<file path="src/hdl/pag_pkg.sv">
`default_nettype none

package pag_pkg;

  // Fixed field widths of the register map and the result word
  localparam int RANK_W       = 4;
  localparam int CFG_DATA_W   = 64;
  localparam int CFG_ADDR_W   = 6;
  localparam int PERM_W       = 24;
  localparam int PERM_FIELD_W = 3;
  localparam int SIZE_FIELD_W = 16;
  localparam int OUT_IDX_W    = 32;
  localparam int OUT_LEN_W    = 16;

  // Register indexes (byte address = 8 * index)
  localparam logic [2:0] REG_RANK       = 3'd0;
  localparam logic [2:0] REG_SIZES_LOW  = 3'd1;
  localparam logic [2:0] REG_SIZES_HIGH = 3'd2;
  localparam logic [2:0] REG_PERM_ORDER = 3'd3;
  localparam logic [2:0] REG_ROW_MODE   = 3'd4;

  // Reset values of the register map
  localparam logic [RANK_W-1:0]     RANK_RST  = 4'd1;
  localparam logic [CFG_DATA_W-1:0] SIZES_RST = 64'h0001_0001_0001_0001;
  localparam logic [PERM_W-1:0]     PERM_RST  = 24'hFAC688;

  typedef enum logic [2:0] {
    ST_IDLE,
    ST_PASS_MUL,
    ST_PASS_ACC,
    ST_EMIT,
    ST_ADV,
    ST_ADV_SUB,
    ST_FINISH
  } pag_state_t;

endpackage

`default_nettype wire

</file>
<file path="src/hdl/pag_mul.sv">
`default_nettype none

// Shared multiplier with registered product
module pag_mul #(
  parameter int A_W = 33,
  parameter int B_W = 16
) (
  input  wire logic               clk,
  input  wire logic               en,
  input  wire logic [A_W-1:0]     a,
  input  wire logic [B_W-1:0]     b,
  output logic      [A_W+B_W-1:0] p
);

  logic [A_W+B_W-1:0] p_r;

  always_ff @(posedge clk) begin
    if (en) begin
      p_r <= (A_W+B_W)'(a) * (A_W+B_W)'(b);
    end
  end

  assign p = p_r;

endmodule

`default_nettype wire

</file>
<file path="src/hdl/permute_address_generator.sv">
`default_nettype none

// Permute address generator: walks a row-major tensor of up to MAX_DIMS dims
// in permuted output order and hands out source/destination index words.
// Input channel: in_valid/in_ready carry one word, in_restart. A restart
//   recomputes the strides and clears the coordinate and both indices.
// Result channel: out_valid/out_ready carry src/dst index, row stride,
//   row length, last (walk wraps after this word) and too_large.
// APB-style register port (64-bit data, register i at byte 8*i, pready tied
//   high); the user must write it only while the block is idle (not enforced).
// Steps per word:
//   accept, a stride/size pass over all MAX_DIMS dims with an added
//   accumulate step per dim in use, emit, advance (a step per position
//   skipped or stepped, an added subtract step per position that
//   carries, a step on full wrap) and hand-over.
//   One shared multiplier serves the size product and the carry
//   correction, so words go one at a time.
// A word with a zero size in use produces nothing (after any restart).
// Reset loads the default register map, a zero coordinate and strides
//   for rank 1. When the receiver stalls, the finished word sits in the
//   output register; the next word is still accepted and worked on, and
//   waits at hand-over until the output register frees.
module permute_address_generator #(
  parameter int MAX_DIMS   = 8,
  parameter int INDEX_BITS = 32,
  parameter int SIZE_BITS  = 16
) (
  input  wire logic                             clk,
  input  wire logic                             rst_n,
  // input channel
  input  wire logic                             in_valid,
  output logic                                  in_ready,
  input  wire logic                             in_restart,
  // result channel
  output logic                                  out_valid,
  input  wire logic                             out_ready,
  output logic [pag_pkg::OUT_IDX_W-1:0]         out_src_index,
  output logic [pag_pkg::OUT_IDX_W-1:0]         out_dst_index,
  output logic [pag_pkg::OUT_IDX_W-1:0]         out_row_stride,
  output logic [pag_pkg::OUT_LEN_W-1:0]         out_row_length,
  output logic                                  out_last,
  output logic                                  out_too_large,
  // register port
  input  wire logic                             psel,
  input  wire logic                             penable,
  input  wire logic                             pwrite,
  input  wire logic [pag_pkg::CFG_ADDR_W-1:0]   paddr,
  input  wire logic [pag_pkg::CFG_DATA_W-1:0]   pwdata,
  output logic      [pag_pkg::CFG_DATA_W-1:0]   prdata,
  output logic                                  pready
);

  localparam int R_W    = $clog2(MAX_DIMS + 1);
  localparam int DIM_W  = (MAX_DIMS > 1) ? $clog2(MAX_DIMS) : 1;
  localparam int ACC_W  = INDEX_BITS + 1;
  localparam int PROD_W = ACC_W + SIZE_BITS;
  localparam int RW     = pag_pkg::RANK_W;
  localparam logic [PROD_W-1:0] LIMIT = PROD_W'(1) << INDEX_BITS;

  // ---------------------------------------------------------------------
  // Register map
  // ---------------------------------------------------------------------
  logic [RW-1:0]                  rank_r;
  logic [pag_pkg::CFG_DATA_W-1:0] sizes_low_r;
  logic [pag_pkg::CFG_DATA_W-1:0] sizes_high_r;
  logic [pag_pkg::PERM_W-1:0]     perm_r;
  logic                           row_mode_r;
  logic                           cfg_wr;
  logic [2:0]                     cfg_idx;

  assign pready  = 1'b1;
  assign cfg_wr  = psel && penable && pwrite;
  assign cfg_idx = paddr[5:3];

  always_comb begin
    case (cfg_idx)
      pag_pkg::REG_RANK:       prdata = pag_pkg::CFG_DATA_W'(rank_r);
      pag_pkg::REG_SIZES_LOW:  prdata = sizes_low_r;
      pag_pkg::REG_SIZES_HIGH: prdata = sizes_high_r;
      pag_pkg::REG_PERM_ORDER: prdata = pag_pkg::CFG_DATA_W'(perm_r);
      pag_pkg::REG_ROW_MODE:   prdata = pag_pkg::CFG_DATA_W'(row_mode_r);
      default:                 prdata = '0;
    endcase
  end

  // ---------------------------------------------------------------------
  // Walk state
  // ---------------------------------------------------------------------
  pag_pkg::pag_state_t state_r, state_nxt;

  logic [SIZE_BITS-1:0]  coord_r  [MAX_DIMS];
  logic [INDEX_BITS-1:0] stride_r [MAX_DIMS];
  logic [INDEX_BITS-1:0] src_r;
  logic [INDEX_BITS-1:0] dst_r;

  // per-word working registers
  logic [DIM_W-1:0]      dcnt_r;
  logic [R_W-1:0]        n_r;
  logic [ACC_W-1:0]      acc_r;
  logic                  ovf_r;
  logic                  zero_r;
  logic                  restart_r;
  logic                  wrapped_r;
  logic [INDEX_BITS-1:0] pend_src_r;
  logic [INDEX_BITS-1:0] pend_dst_r;
  logic [INDEX_BITS-1:0] pend_stride_r;
  logic [SIZE_BITS-1:0]  pend_len_r;
  logic [SIZE_BITS-1:0]  inc_r;

  // output stage
  logic                            out_valid_r;
  logic [pag_pkg::OUT_IDX_W-1:0]   out_src_r;
  logic [pag_pkg::OUT_IDX_W-1:0]   out_dst_r;
  logic [pag_pkg::OUT_IDX_W-1:0]   out_stride_r;
  logic [pag_pkg::OUT_LEN_W-1:0]   out_len_r;
  logic                            out_last_r;
  logic                            out_big_r;

  // ---------------------------------------------------------------------
  // Shared dim select: one dim looked up per cycle
  // ---------------------------------------------------------------------
  logic [R_W-1:0]        eff_rank;
  logic [2:0]            sel_pos;
  logic [2:0]            sel_d;
  logic                  sel_in_range;
  logic [SIZE_BITS-1:0]  sel_size;
  logic [INDEX_BITS-1:0] sel_stride;
  logic [SIZE_BITS-1:0]  sel_coord;
  logic [SIZE_BITS:0]    sel_nc;
  logic [2*pag_pkg::CFG_DATA_W-1:0] sizes_all;

  assign eff_rank  = (rank_r > RW'(MAX_DIMS)) ? R_W'(MAX_DIMS) : R_W'(rank_r);
  assign sizes_all = {sizes_high_r, sizes_low_r};

  always_comb begin
    case (state_r)
      pag_pkg::ST_EMIT: sel_pos = 3'(eff_rank - 1'b1);
      default:          sel_pos = 3'(n_r - 1'b1);
    endcase
  end

  always_comb begin
    case (state_r)
      pag_pkg::ST_PASS_MUL: sel_d = 3'(dcnt_r);
      default: sel_d = perm_r[pag_pkg::PERM_FIELD_W*sel_pos +: pag_pkg::PERM_FIELD_W];
    endcase
  end

  assign sel_in_range = (RW'(sel_d) < RW'(eff_rank));
  assign sel_size     = sizes_all[pag_pkg::SIZE_FIELD_W*sel_d +: SIZE_BITS];
  assign sel_stride   = stride_r[sel_d[DIM_W-1:0]];
  assign sel_coord    = coord_r[sel_d[DIM_W-1:0]];
  assign sel_nc       = {1'b0, sel_coord} + 1'b1;

  // ---------------------------------------------------------------------
  // Shared multiplier: size product in the pass, carry correction later
  // ---------------------------------------------------------------------
  logic                  mul_en;
  logic [ACC_W-1:0]      mul_a;
  logic [SIZE_BITS-1:0]  mul_b;
  logic [PROD_W-1:0]     prod;

  pag_mul #(
    .A_W (ACC_W),
    .B_W (SIZE_BITS)
  ) u_mul (
    .clk (clk),
    .en  (mul_en),
    .a   (mul_a),
    .b   (mul_b),
    .p   (prod)
  );

  // ---------------------------------------------------------------------
  // Sequencer
  // ---------------------------------------------------------------------
  logic in_fire;
  logic out_free;
  logic adv_live;
  logic adv_carry;
  logic finish_load;

  assign in_fire  = in_valid && in_ready;
  assign out_free = !out_valid_r || out_ready;

  always_comb begin
    state_nxt = state_r;
    case (state_r)
      pag_pkg::ST_IDLE: begin
        if (in_valid) state_nxt = pag_pkg::ST_PASS_MUL;
      end
      pag_pkg::ST_PASS_MUL: begin
        if (sel_in_range) state_nxt = pag_pkg::ST_PASS_ACC;
        else if (dcnt_r == '0) state_nxt = pag_pkg::ST_EMIT;
      end
      pag_pkg::ST_PASS_ACC: begin
        if (dcnt_r == '0) state_nxt = pag_pkg::ST_EMIT;
        else state_nxt = pag_pkg::ST_PASS_MUL;
      end
      pag_pkg::ST_EMIT: begin
        state_nxt = zero_r ? pag_pkg::ST_IDLE : pag_pkg::ST_ADV;
      end
      pag_pkg::ST_ADV: begin
        if (n_r == '0) state_nxt = pag_pkg::ST_FINISH;
        else if (sel_in_range) begin
          state_nxt = adv_carry ? pag_pkg::ST_ADV_SUB : pag_pkg::ST_FINISH;
        end
      end
      pag_pkg::ST_ADV_SUB: state_nxt = pag_pkg::ST_ADV;
      pag_pkg::ST_FINISH: begin
        if (out_free) state_nxt = pag_pkg::ST_IDLE;
      end
      default: state_nxt = pag_pkg::ST_IDLE;
    endcase
  end

  always_comb begin
    in_ready    = 1'b0;
    mul_en      = 1'b0;
    mul_a       = acc_r;
    mul_b       = sel_size;
    adv_live    = 1'b0;
    adv_carry   = 1'b0;
    finish_load = 1'b0;
    case (state_r)
      pag_pkg::ST_IDLE: in_ready = 1'b1;
      pag_pkg::ST_PASS_MUL: mul_en = sel_in_range;
      pag_pkg::ST_ADV: begin
        adv_live  = (n_r != '0) && sel_in_range;
        adv_carry = adv_live && (sel_nc >= {1'b0, sel_size});
        mul_en    = adv_carry;
        mul_a     = {1'b0, sel_stride};
        mul_b     = sel_coord;
      end
      pag_pkg::ST_FINISH: finish_load = out_free;
      default: ;
    endcase
  end

  // ---------------------------------------------------------------------
  // Registers
  // ---------------------------------------------------------------------
  always_ff @(posedge clk) begin
    if (!rst_n) begin
      state_r      <= pag_pkg::ST_IDLE;
      rank_r       <= pag_pkg::RANK_RST;
      sizes_low_r  <= pag_pkg::SIZES_RST;
      sizes_high_r <= pag_pkg::SIZES_RST;
      perm_r       <= pag_pkg::PERM_RST;
      row_mode_r   <= 1'b0;
      src_r        <= '0;
      dst_r        <= '0;
      out_valid_r  <= 1'b0;
      for (int i = 0; i < MAX_DIMS; i++) begin
        coord_r[i]  <= '0;
        // strides of the reset map: rank 1, all sizes 1
        stride_r[i] <= (i == 0) ? INDEX_BITS'(1) : '0;
      end
    end else begin
      state_r <= state_nxt;

      if (cfg_wr) begin
        case (cfg_idx)
          pag_pkg::REG_RANK:       rank_r       <= pwdata[RW-1:0];
          pag_pkg::REG_SIZES_LOW:  sizes_low_r  <= pwdata;
          pag_pkg::REG_SIZES_HIGH: sizes_high_r <= pwdata;
          pag_pkg::REG_PERM_ORDER: perm_r       <= pwdata[pag_pkg::PERM_W-1:0];
          pag_pkg::REG_ROW_MODE:   row_mode_r   <= pwdata[0];
          default: ;
        endcase
      end

      if (in_fire) begin
        dcnt_r    <= DIM_W'(MAX_DIMS - 1);
        acc_r     <= ACC_W'(1);
        ovf_r     <= 1'b0;
        zero_r    <= 1'b0;
        restart_r <= in_restart;
        if (in_restart) begin
          src_r <= '0;
          dst_r <= '0;
          for (int i = 0; i < MAX_DIMS; i++) coord_r[i] <= '0;
        end
      end

      // stride pass, last dim first; also size product and zero check
      if (state_r == pag_pkg::ST_PASS_MUL) begin
        if (sel_in_range) begin
          if (restart_r) stride_r[dcnt_r] <= acc_r[INDEX_BITS-1:0];
          if (sel_size == '0) zero_r <= 1'b1;
        end else begin
          if (restart_r) stride_r[dcnt_r] <= '0;
          if (dcnt_r != '0) dcnt_r <= dcnt_r - 1'b1;
        end
      end

      if (state_r == pag_pkg::ST_PASS_ACC) begin
        // low bits stay exact modulo the index range; top bit only
        // holds a product equal to the limit itself
        if (prod > LIMIT) begin
          ovf_r <= 1'b1;
          acc_r <= {1'b0, prod[INDEX_BITS-1:0]};
        end else begin
          acc_r <= prod[ACC_W-1:0];
        end
        if (dcnt_r != '0) dcnt_r <= dcnt_r - 1'b1;
      end

      if (state_r == pag_pkg::ST_EMIT) begin
        pend_src_r <= src_r;
        pend_dst_r <= dst_r;
        if (eff_rank == '0) begin
          pend_stride_r <= row_mode_r ? INDEX_BITS'(1) : '0;
          pend_len_r    <= row_mode_r ? SIZE_BITS'(1) : '0;
          inc_r         <= SIZE_BITS'(1);
        end else begin
          pend_stride_r <= (row_mode_r && sel_in_range) ? sel_stride : '0;
          pend_len_r    <= !row_mode_r ? '0 :
                           (sel_in_range ? sel_size : SIZE_BITS'(1));
          inc_r         <= !row_mode_r ? SIZE_BITS'(1) :
                           (sel_in_range ? sel_size : SIZE_BITS'(1));
        end
        // row mode leaves the last output position to the descriptor
        if (row_mode_r) n_r <= (eff_rank > R_W'(1)) ? eff_rank - 1'b1 : '0;
        else n_r <= eff_rank;
      end

      if (state_r == pag_pkg::ST_ADV) begin
        if (n_r == '0) begin
          wrapped_r <= 1'b1;
        end else if (!sel_in_range) begin
          n_r <= n_r - 1'b1;
        end else if (!adv_carry) begin
          src_r <= src_r + sel_stride;
          coord_r[sel_d[DIM_W-1:0]] <= sel_nc[SIZE_BITS-1:0];
          wrapped_r <= 1'b0;
        end
      end

      // carry: net change is minus coordinate times stride
      if (state_r == pag_pkg::ST_ADV_SUB) begin
        src_r <= src_r - prod[INDEX_BITS-1:0];
        coord_r[sel_d[DIM_W-1:0]] <= '0;
        n_r <= n_r - 1'b1;
      end

      if (finish_load) begin
        out_valid_r  <= 1'b1;
        out_src_r    <= pag_pkg::OUT_IDX_W'(pend_src_r);
        out_dst_r    <= pag_pkg::OUT_IDX_W'(pend_dst_r);
        out_stride_r <= pag_pkg::OUT_IDX_W'(pend_stride_r);
        out_len_r    <= pag_pkg::OUT_LEN_W'(pend_len_r);
        out_last_r   <= wrapped_r;
        out_big_r    <= ovf_r;
        dst_r        <= wrapped_r ? '0 : dst_r + INDEX_BITS'(inc_r);
      end else if (out_ready) begin
        out_valid_r <= 1'b0;
      end
    end
  end

  assign out_valid      = out_valid_r;
  assign out_src_index  = out_src_r;
  assign out_dst_index  = out_dst_r;
  assign out_row_stride = out_stride_r;
  assign out_row_length = out_len_r;
  assign out_last       = out_last_r;
  assign out_too_large  = out_big_r;

  // ---------------------------------------------------------------------
  // Checks
  // ---------------------------------------------------------------------
  a_restart_clears: assert property (@(posedge clk) disable iff (!rst_n)
    (in_fire && in_restart) |=> (src_r == '0 && dst_r == '0))
    else $error("restart did not clear the indices");

  a_wrap_resets_dst: assert property (@(posedge clk) disable iff (!rst_n)
    (finish_load && wrapped_r) |=> (dst_r == '0 && out_last))
    else $error("wrapped walk did not reset the destination offset");

  a_pos_bounded: assert property (@(posedge clk) disable iff (!rst_n)
    (state_r == pag_pkg::ST_ADV) |-> (n_r <= R_W'(MAX_DIMS)))
    else $error("advance position beyond rank");

  a_no_emit_on_zero: assert property (@(posedge clk) disable iff (!rst_n)
    (state_r == pag_pkg::ST_EMIT && zero_r) |=> !finish_load)
    else $error("word emitted with a zero-size dimension");

endmodule

`default_nettype wire

</file>
<file path="config.mk">
export PLATFORM = sky130hd
export DESIGN_NAME = permute_address_generator
export DESIGN_NICKNAME = d
export VERILOG_FILES = /design/src/hdl/pag_pkg.sv /design/src/hdl/pag_mul.sv /design/src/hdl/permute_address_generator.sv
export SDC_FILE = /design/constraint.sdc
export NUM_CORES = 2
export LEC_CHECK = 0
export ABC_CLOCK_PERIOD_IN_PS = 12400
export BUFFER_PORTS_ARGS = -buffer_cell sky130_fd_sc_hd__clkbuf_2
export CORE_UTILIZATION = 45
export DETAILED_ROUTE_END_ITERATION = 7
export HOLD_SLACK_MARGIN = 0.15
export SYNTH_ARGS = -nofsm -noshare
export SYNTH_HDL_FRONTEND = slang
export SYNTH_SLANG_ARGS = --single-unit
</file>
<file path="constraint.sdc">
create_clock -name clk -period 12.4 [get_ports clk]
set_clock_uncertainty 0.1 [all_clocks]
set_input_delay 1.24 -clock clk [delete_from_list [all_inputs] [get_ports clk]]
set_output_delay 1.24 -clock clk [all_outputs]
set_load 0.01 [all_outputs]
</file>
==> impl_metrics.csv <==
group,metric,value,unit
outcome,status,"complete, no violations",
sta,max_slew_margin,15.5,%
sta,fin_crit,11.92,ns
placement,place_area,64500,sq um
route,drc,0,
logic_synthesis,seq_area_frac_synth,42.7,%
route,wirelength,198,mm
sta,timing.fmax,0.0839,GHz
cts,path_clk_slew,0.06,ns
sta,setup_viol,0,
logic_synthesis,synth-seq-cells,929,
logic_synthesis,synth_area_leader_cell,"edfxtp_1",
logic_synthesis,synthTopCellsByArea,"edfxtp_1 (35%), fa_1 (14%), dfxtp_1 (7.5%)",
route,via_per_inst,5.76,
setup_path,start_kind,"flop",
sta,setup-tns-final,0,ns
sta,fin_crit_sh,96.1,%
min_path,hold_path_class,"flop to flop",
setup_path,crit_fanout,42,
finish,layout.nets,7000,
floorplanning,dieArea,135000,sq um
setup_path,cpMostUsedCell,"fa_1",
global_route,grt-ovfl-total,0,
global_route,grt_antenna_before_repair,6,
route,dr_total_vias,46700,
global_route,grt_use_total,29.1,%
logic_synthesis,yosys-top-cells-count,"nand2_1 (978), edfxtp_1 (704), inv_1 (568), nor2_1 (558), fa_1 (435)",
route,antenna_left,0,
cts,clock_latency,0.74,ns
setup_path,cp.required,12.75,ns
floorplanning,initial_core_util,45.5,%
floorplanning,rows,133,
sta,hold-worst-slack,0.317,ns
finish,postLayoutCellArea,68100,sq um
logic_synthesis,synth.cell_area,60100,sq um
logic_synthesis,synth_most_common_cell,"nand2_1",
sta,slew_viol_final,0,
global_route,first_global_vias,45500,
finish,drive_gt1_share,12.6,%
floorplanning,die_w,367,um
floorplanning,core_area,132000,sq um
logic_synthesis,ys.warnings.count,0,
global_route,grt_max_degree,111,
flow_run,maxCapViolCount,0,
logic_synthesis,syn-num-nets,6708,
setup_path,slowest_delay,0.58,ns
sta,rsz0062_at_grt,"no",
finish,area_delta_synth_final,13.3,%
setup_path,crit_type,"flop to flop",
logic_synthesis,synthArstFlopShare,0,%
placement,hpwlAfterDp,142,mm
setup_path,cp_data_arrival_time,12.27,ns
placement,gp_congestion,0.950,
logic_synthesis,yosys_most_used_dff,"edfxtp_1",
logic_synthesis,syn_avg_cell_area,10.1,sq um
logic_synthesis,synth_top_area_share,35.2,%
route,drt_first_iter_violations,4943,
sta,finalHoldViolCount,0,
setup_path,cp_top_family,"adder cells",
setup_path,end_kind,"flop",
logic_synthesis,synth_cell_types,106,
cts,cts.sink_count,929,
finish,utilization,51.6,%
cts,cts_setup_buffers,0,
setup_path,slowest_stage,"dfxtp_1",
setup_path,r2r_slack,0.48,ns
sta,worst_slew_pin_slew,1.27,ns
route,routedWlPerCell,24.4,um
setup_path,path_buf_inv,8,
floorplanning,die_y,367,um
placement,port_buffers,254,
cts,tritoncts,"yes",
cts,h-tree-depth,3,
floorplanning,ioPinCount,259,
cts,clockBufferDepth,3,
global_route,grt_pass1_wl,294,mm
logic_synthesis,synth_edf_count,704,
route,dr.pass1.iters,8,
logic_synthesis,syn_inst,5973,
cts,cts_root_buffer,"clkbuf_16",
cts,numCtsBuffers,100,
[path summary, 6_finish.rpt]
path / start / cells past startpoint / end
setup / recovery: rank_r[3] / 42 / u_mul.p[48]
hold / removal: pend_src_r[16] / 0 / out_src_index[16]
setup reg to reg: rank_r[3] / 42 / u_mul.p[48]
hold reg to reg: pend_src_r[16] / 0 / out_src_index[16]
[registers in the layout, indices dropped and copies added, names as in the netlist, 33 cells and up]
name          count
stride_r        256
coord_r         128
sizes_high_r     64
sizes_low_r      64
u_mul.p          49
acc_r            33
[layout by cell type (no fill, tap or decap), types with 32 or more instances in the layout]
cell type and instances:
a21boi_0 152, a21o_1 56, a21oi_1 155, a22o_1 43, a22oi_1 36, a31oi_1 32
and2_1 308, and3_1 36, buf_4 228, clkbuf_16 101, clkbuf_2 253, dfxtp_1 225
edfxtp_1 704, fa_1 435, ha_1 222, inv_1 567, mux2_2 40, mux2i_1 50
nand2_1 974, nand2b_1 42, nand3_1 136, nor2_1 551, nor2b_1 50, nor3_1 41
o211ai_1 40, o21a_1 50, o21ai_0 149, o221ai_1 34, o22ai_1 60, xnor2_1 81
xor2_1 34
[layout make-up]
| cell class | count | area, sq um |
|---|---|---|
| fillers | 12000 | 63900 |
| well taps | 1755 | 2200 |
| clock inverters | 45 | 703 |
| multi-input cells | 4173 | 31300 |
| clock buffers | 144 | 2870 |
| diodes | 6 | 15.0 |
| inverters | 569 | 2140 |
| repair buffers | 492 | 3190 |
| flip-flops and latches | 929 | 25600 |
[metal layers]
layer	vias to the layer above	track usage [%]	wire length [um]
met2	2207	46.0	90300
met5	-	0	0
met1	23400	39.9	81700
met4	0	12.0	8250
li1	20800	-	-
met3	371	4.73	17900
[cell families after synthesis]
logic type / count (synthesis) / synth area share (%)
compound gates: 1018 / 11.7
simple gates: 2279 / 17.2
flops: 929 / 42.7
buf+inv: 871 / 5.70
mux: 103 / 1.97
fa+ha+maj: 657 / 19.1
xor+xnor: 115 / 1.68
other cells: 1 / 0.00624
[stage by stage]
stage / instances / worst slack, ns
2_1_floorplan: 5973 / 1.87
3_3_place_gp: 7918 / 0.742
3_5_place_dp: 7918 / 0.686
4_1_cts: 8107 / 0.596
5_1_grt: 8108 / 0.0120
6_report: 8113 / 0.483
[worst reg2reg max path: cells and delay by family (launching register included)]
kind	cells	cell delay (ns)
muxes	1	0.58
xor gates and xnor gates	1	0.10
adders and majority gates	8	3.79
and+or+nand+nor	13	2.32
DFF	1	0.58
buffers and inverters	8	1.55
AOI/OAI and AO/OA	11	2.61
[what timing repair did]
| item | in CTS | in global routing |
|---|---|---|
| hold buffers | 0 | 0 |
| endpoints found under the setup margin | 0 | 2 |
| gates resized for setup | 0 | 1 |
Power is not shown: default switching activity piles up to over one toggle a cycle in this logic, so the estimate is an artifact.
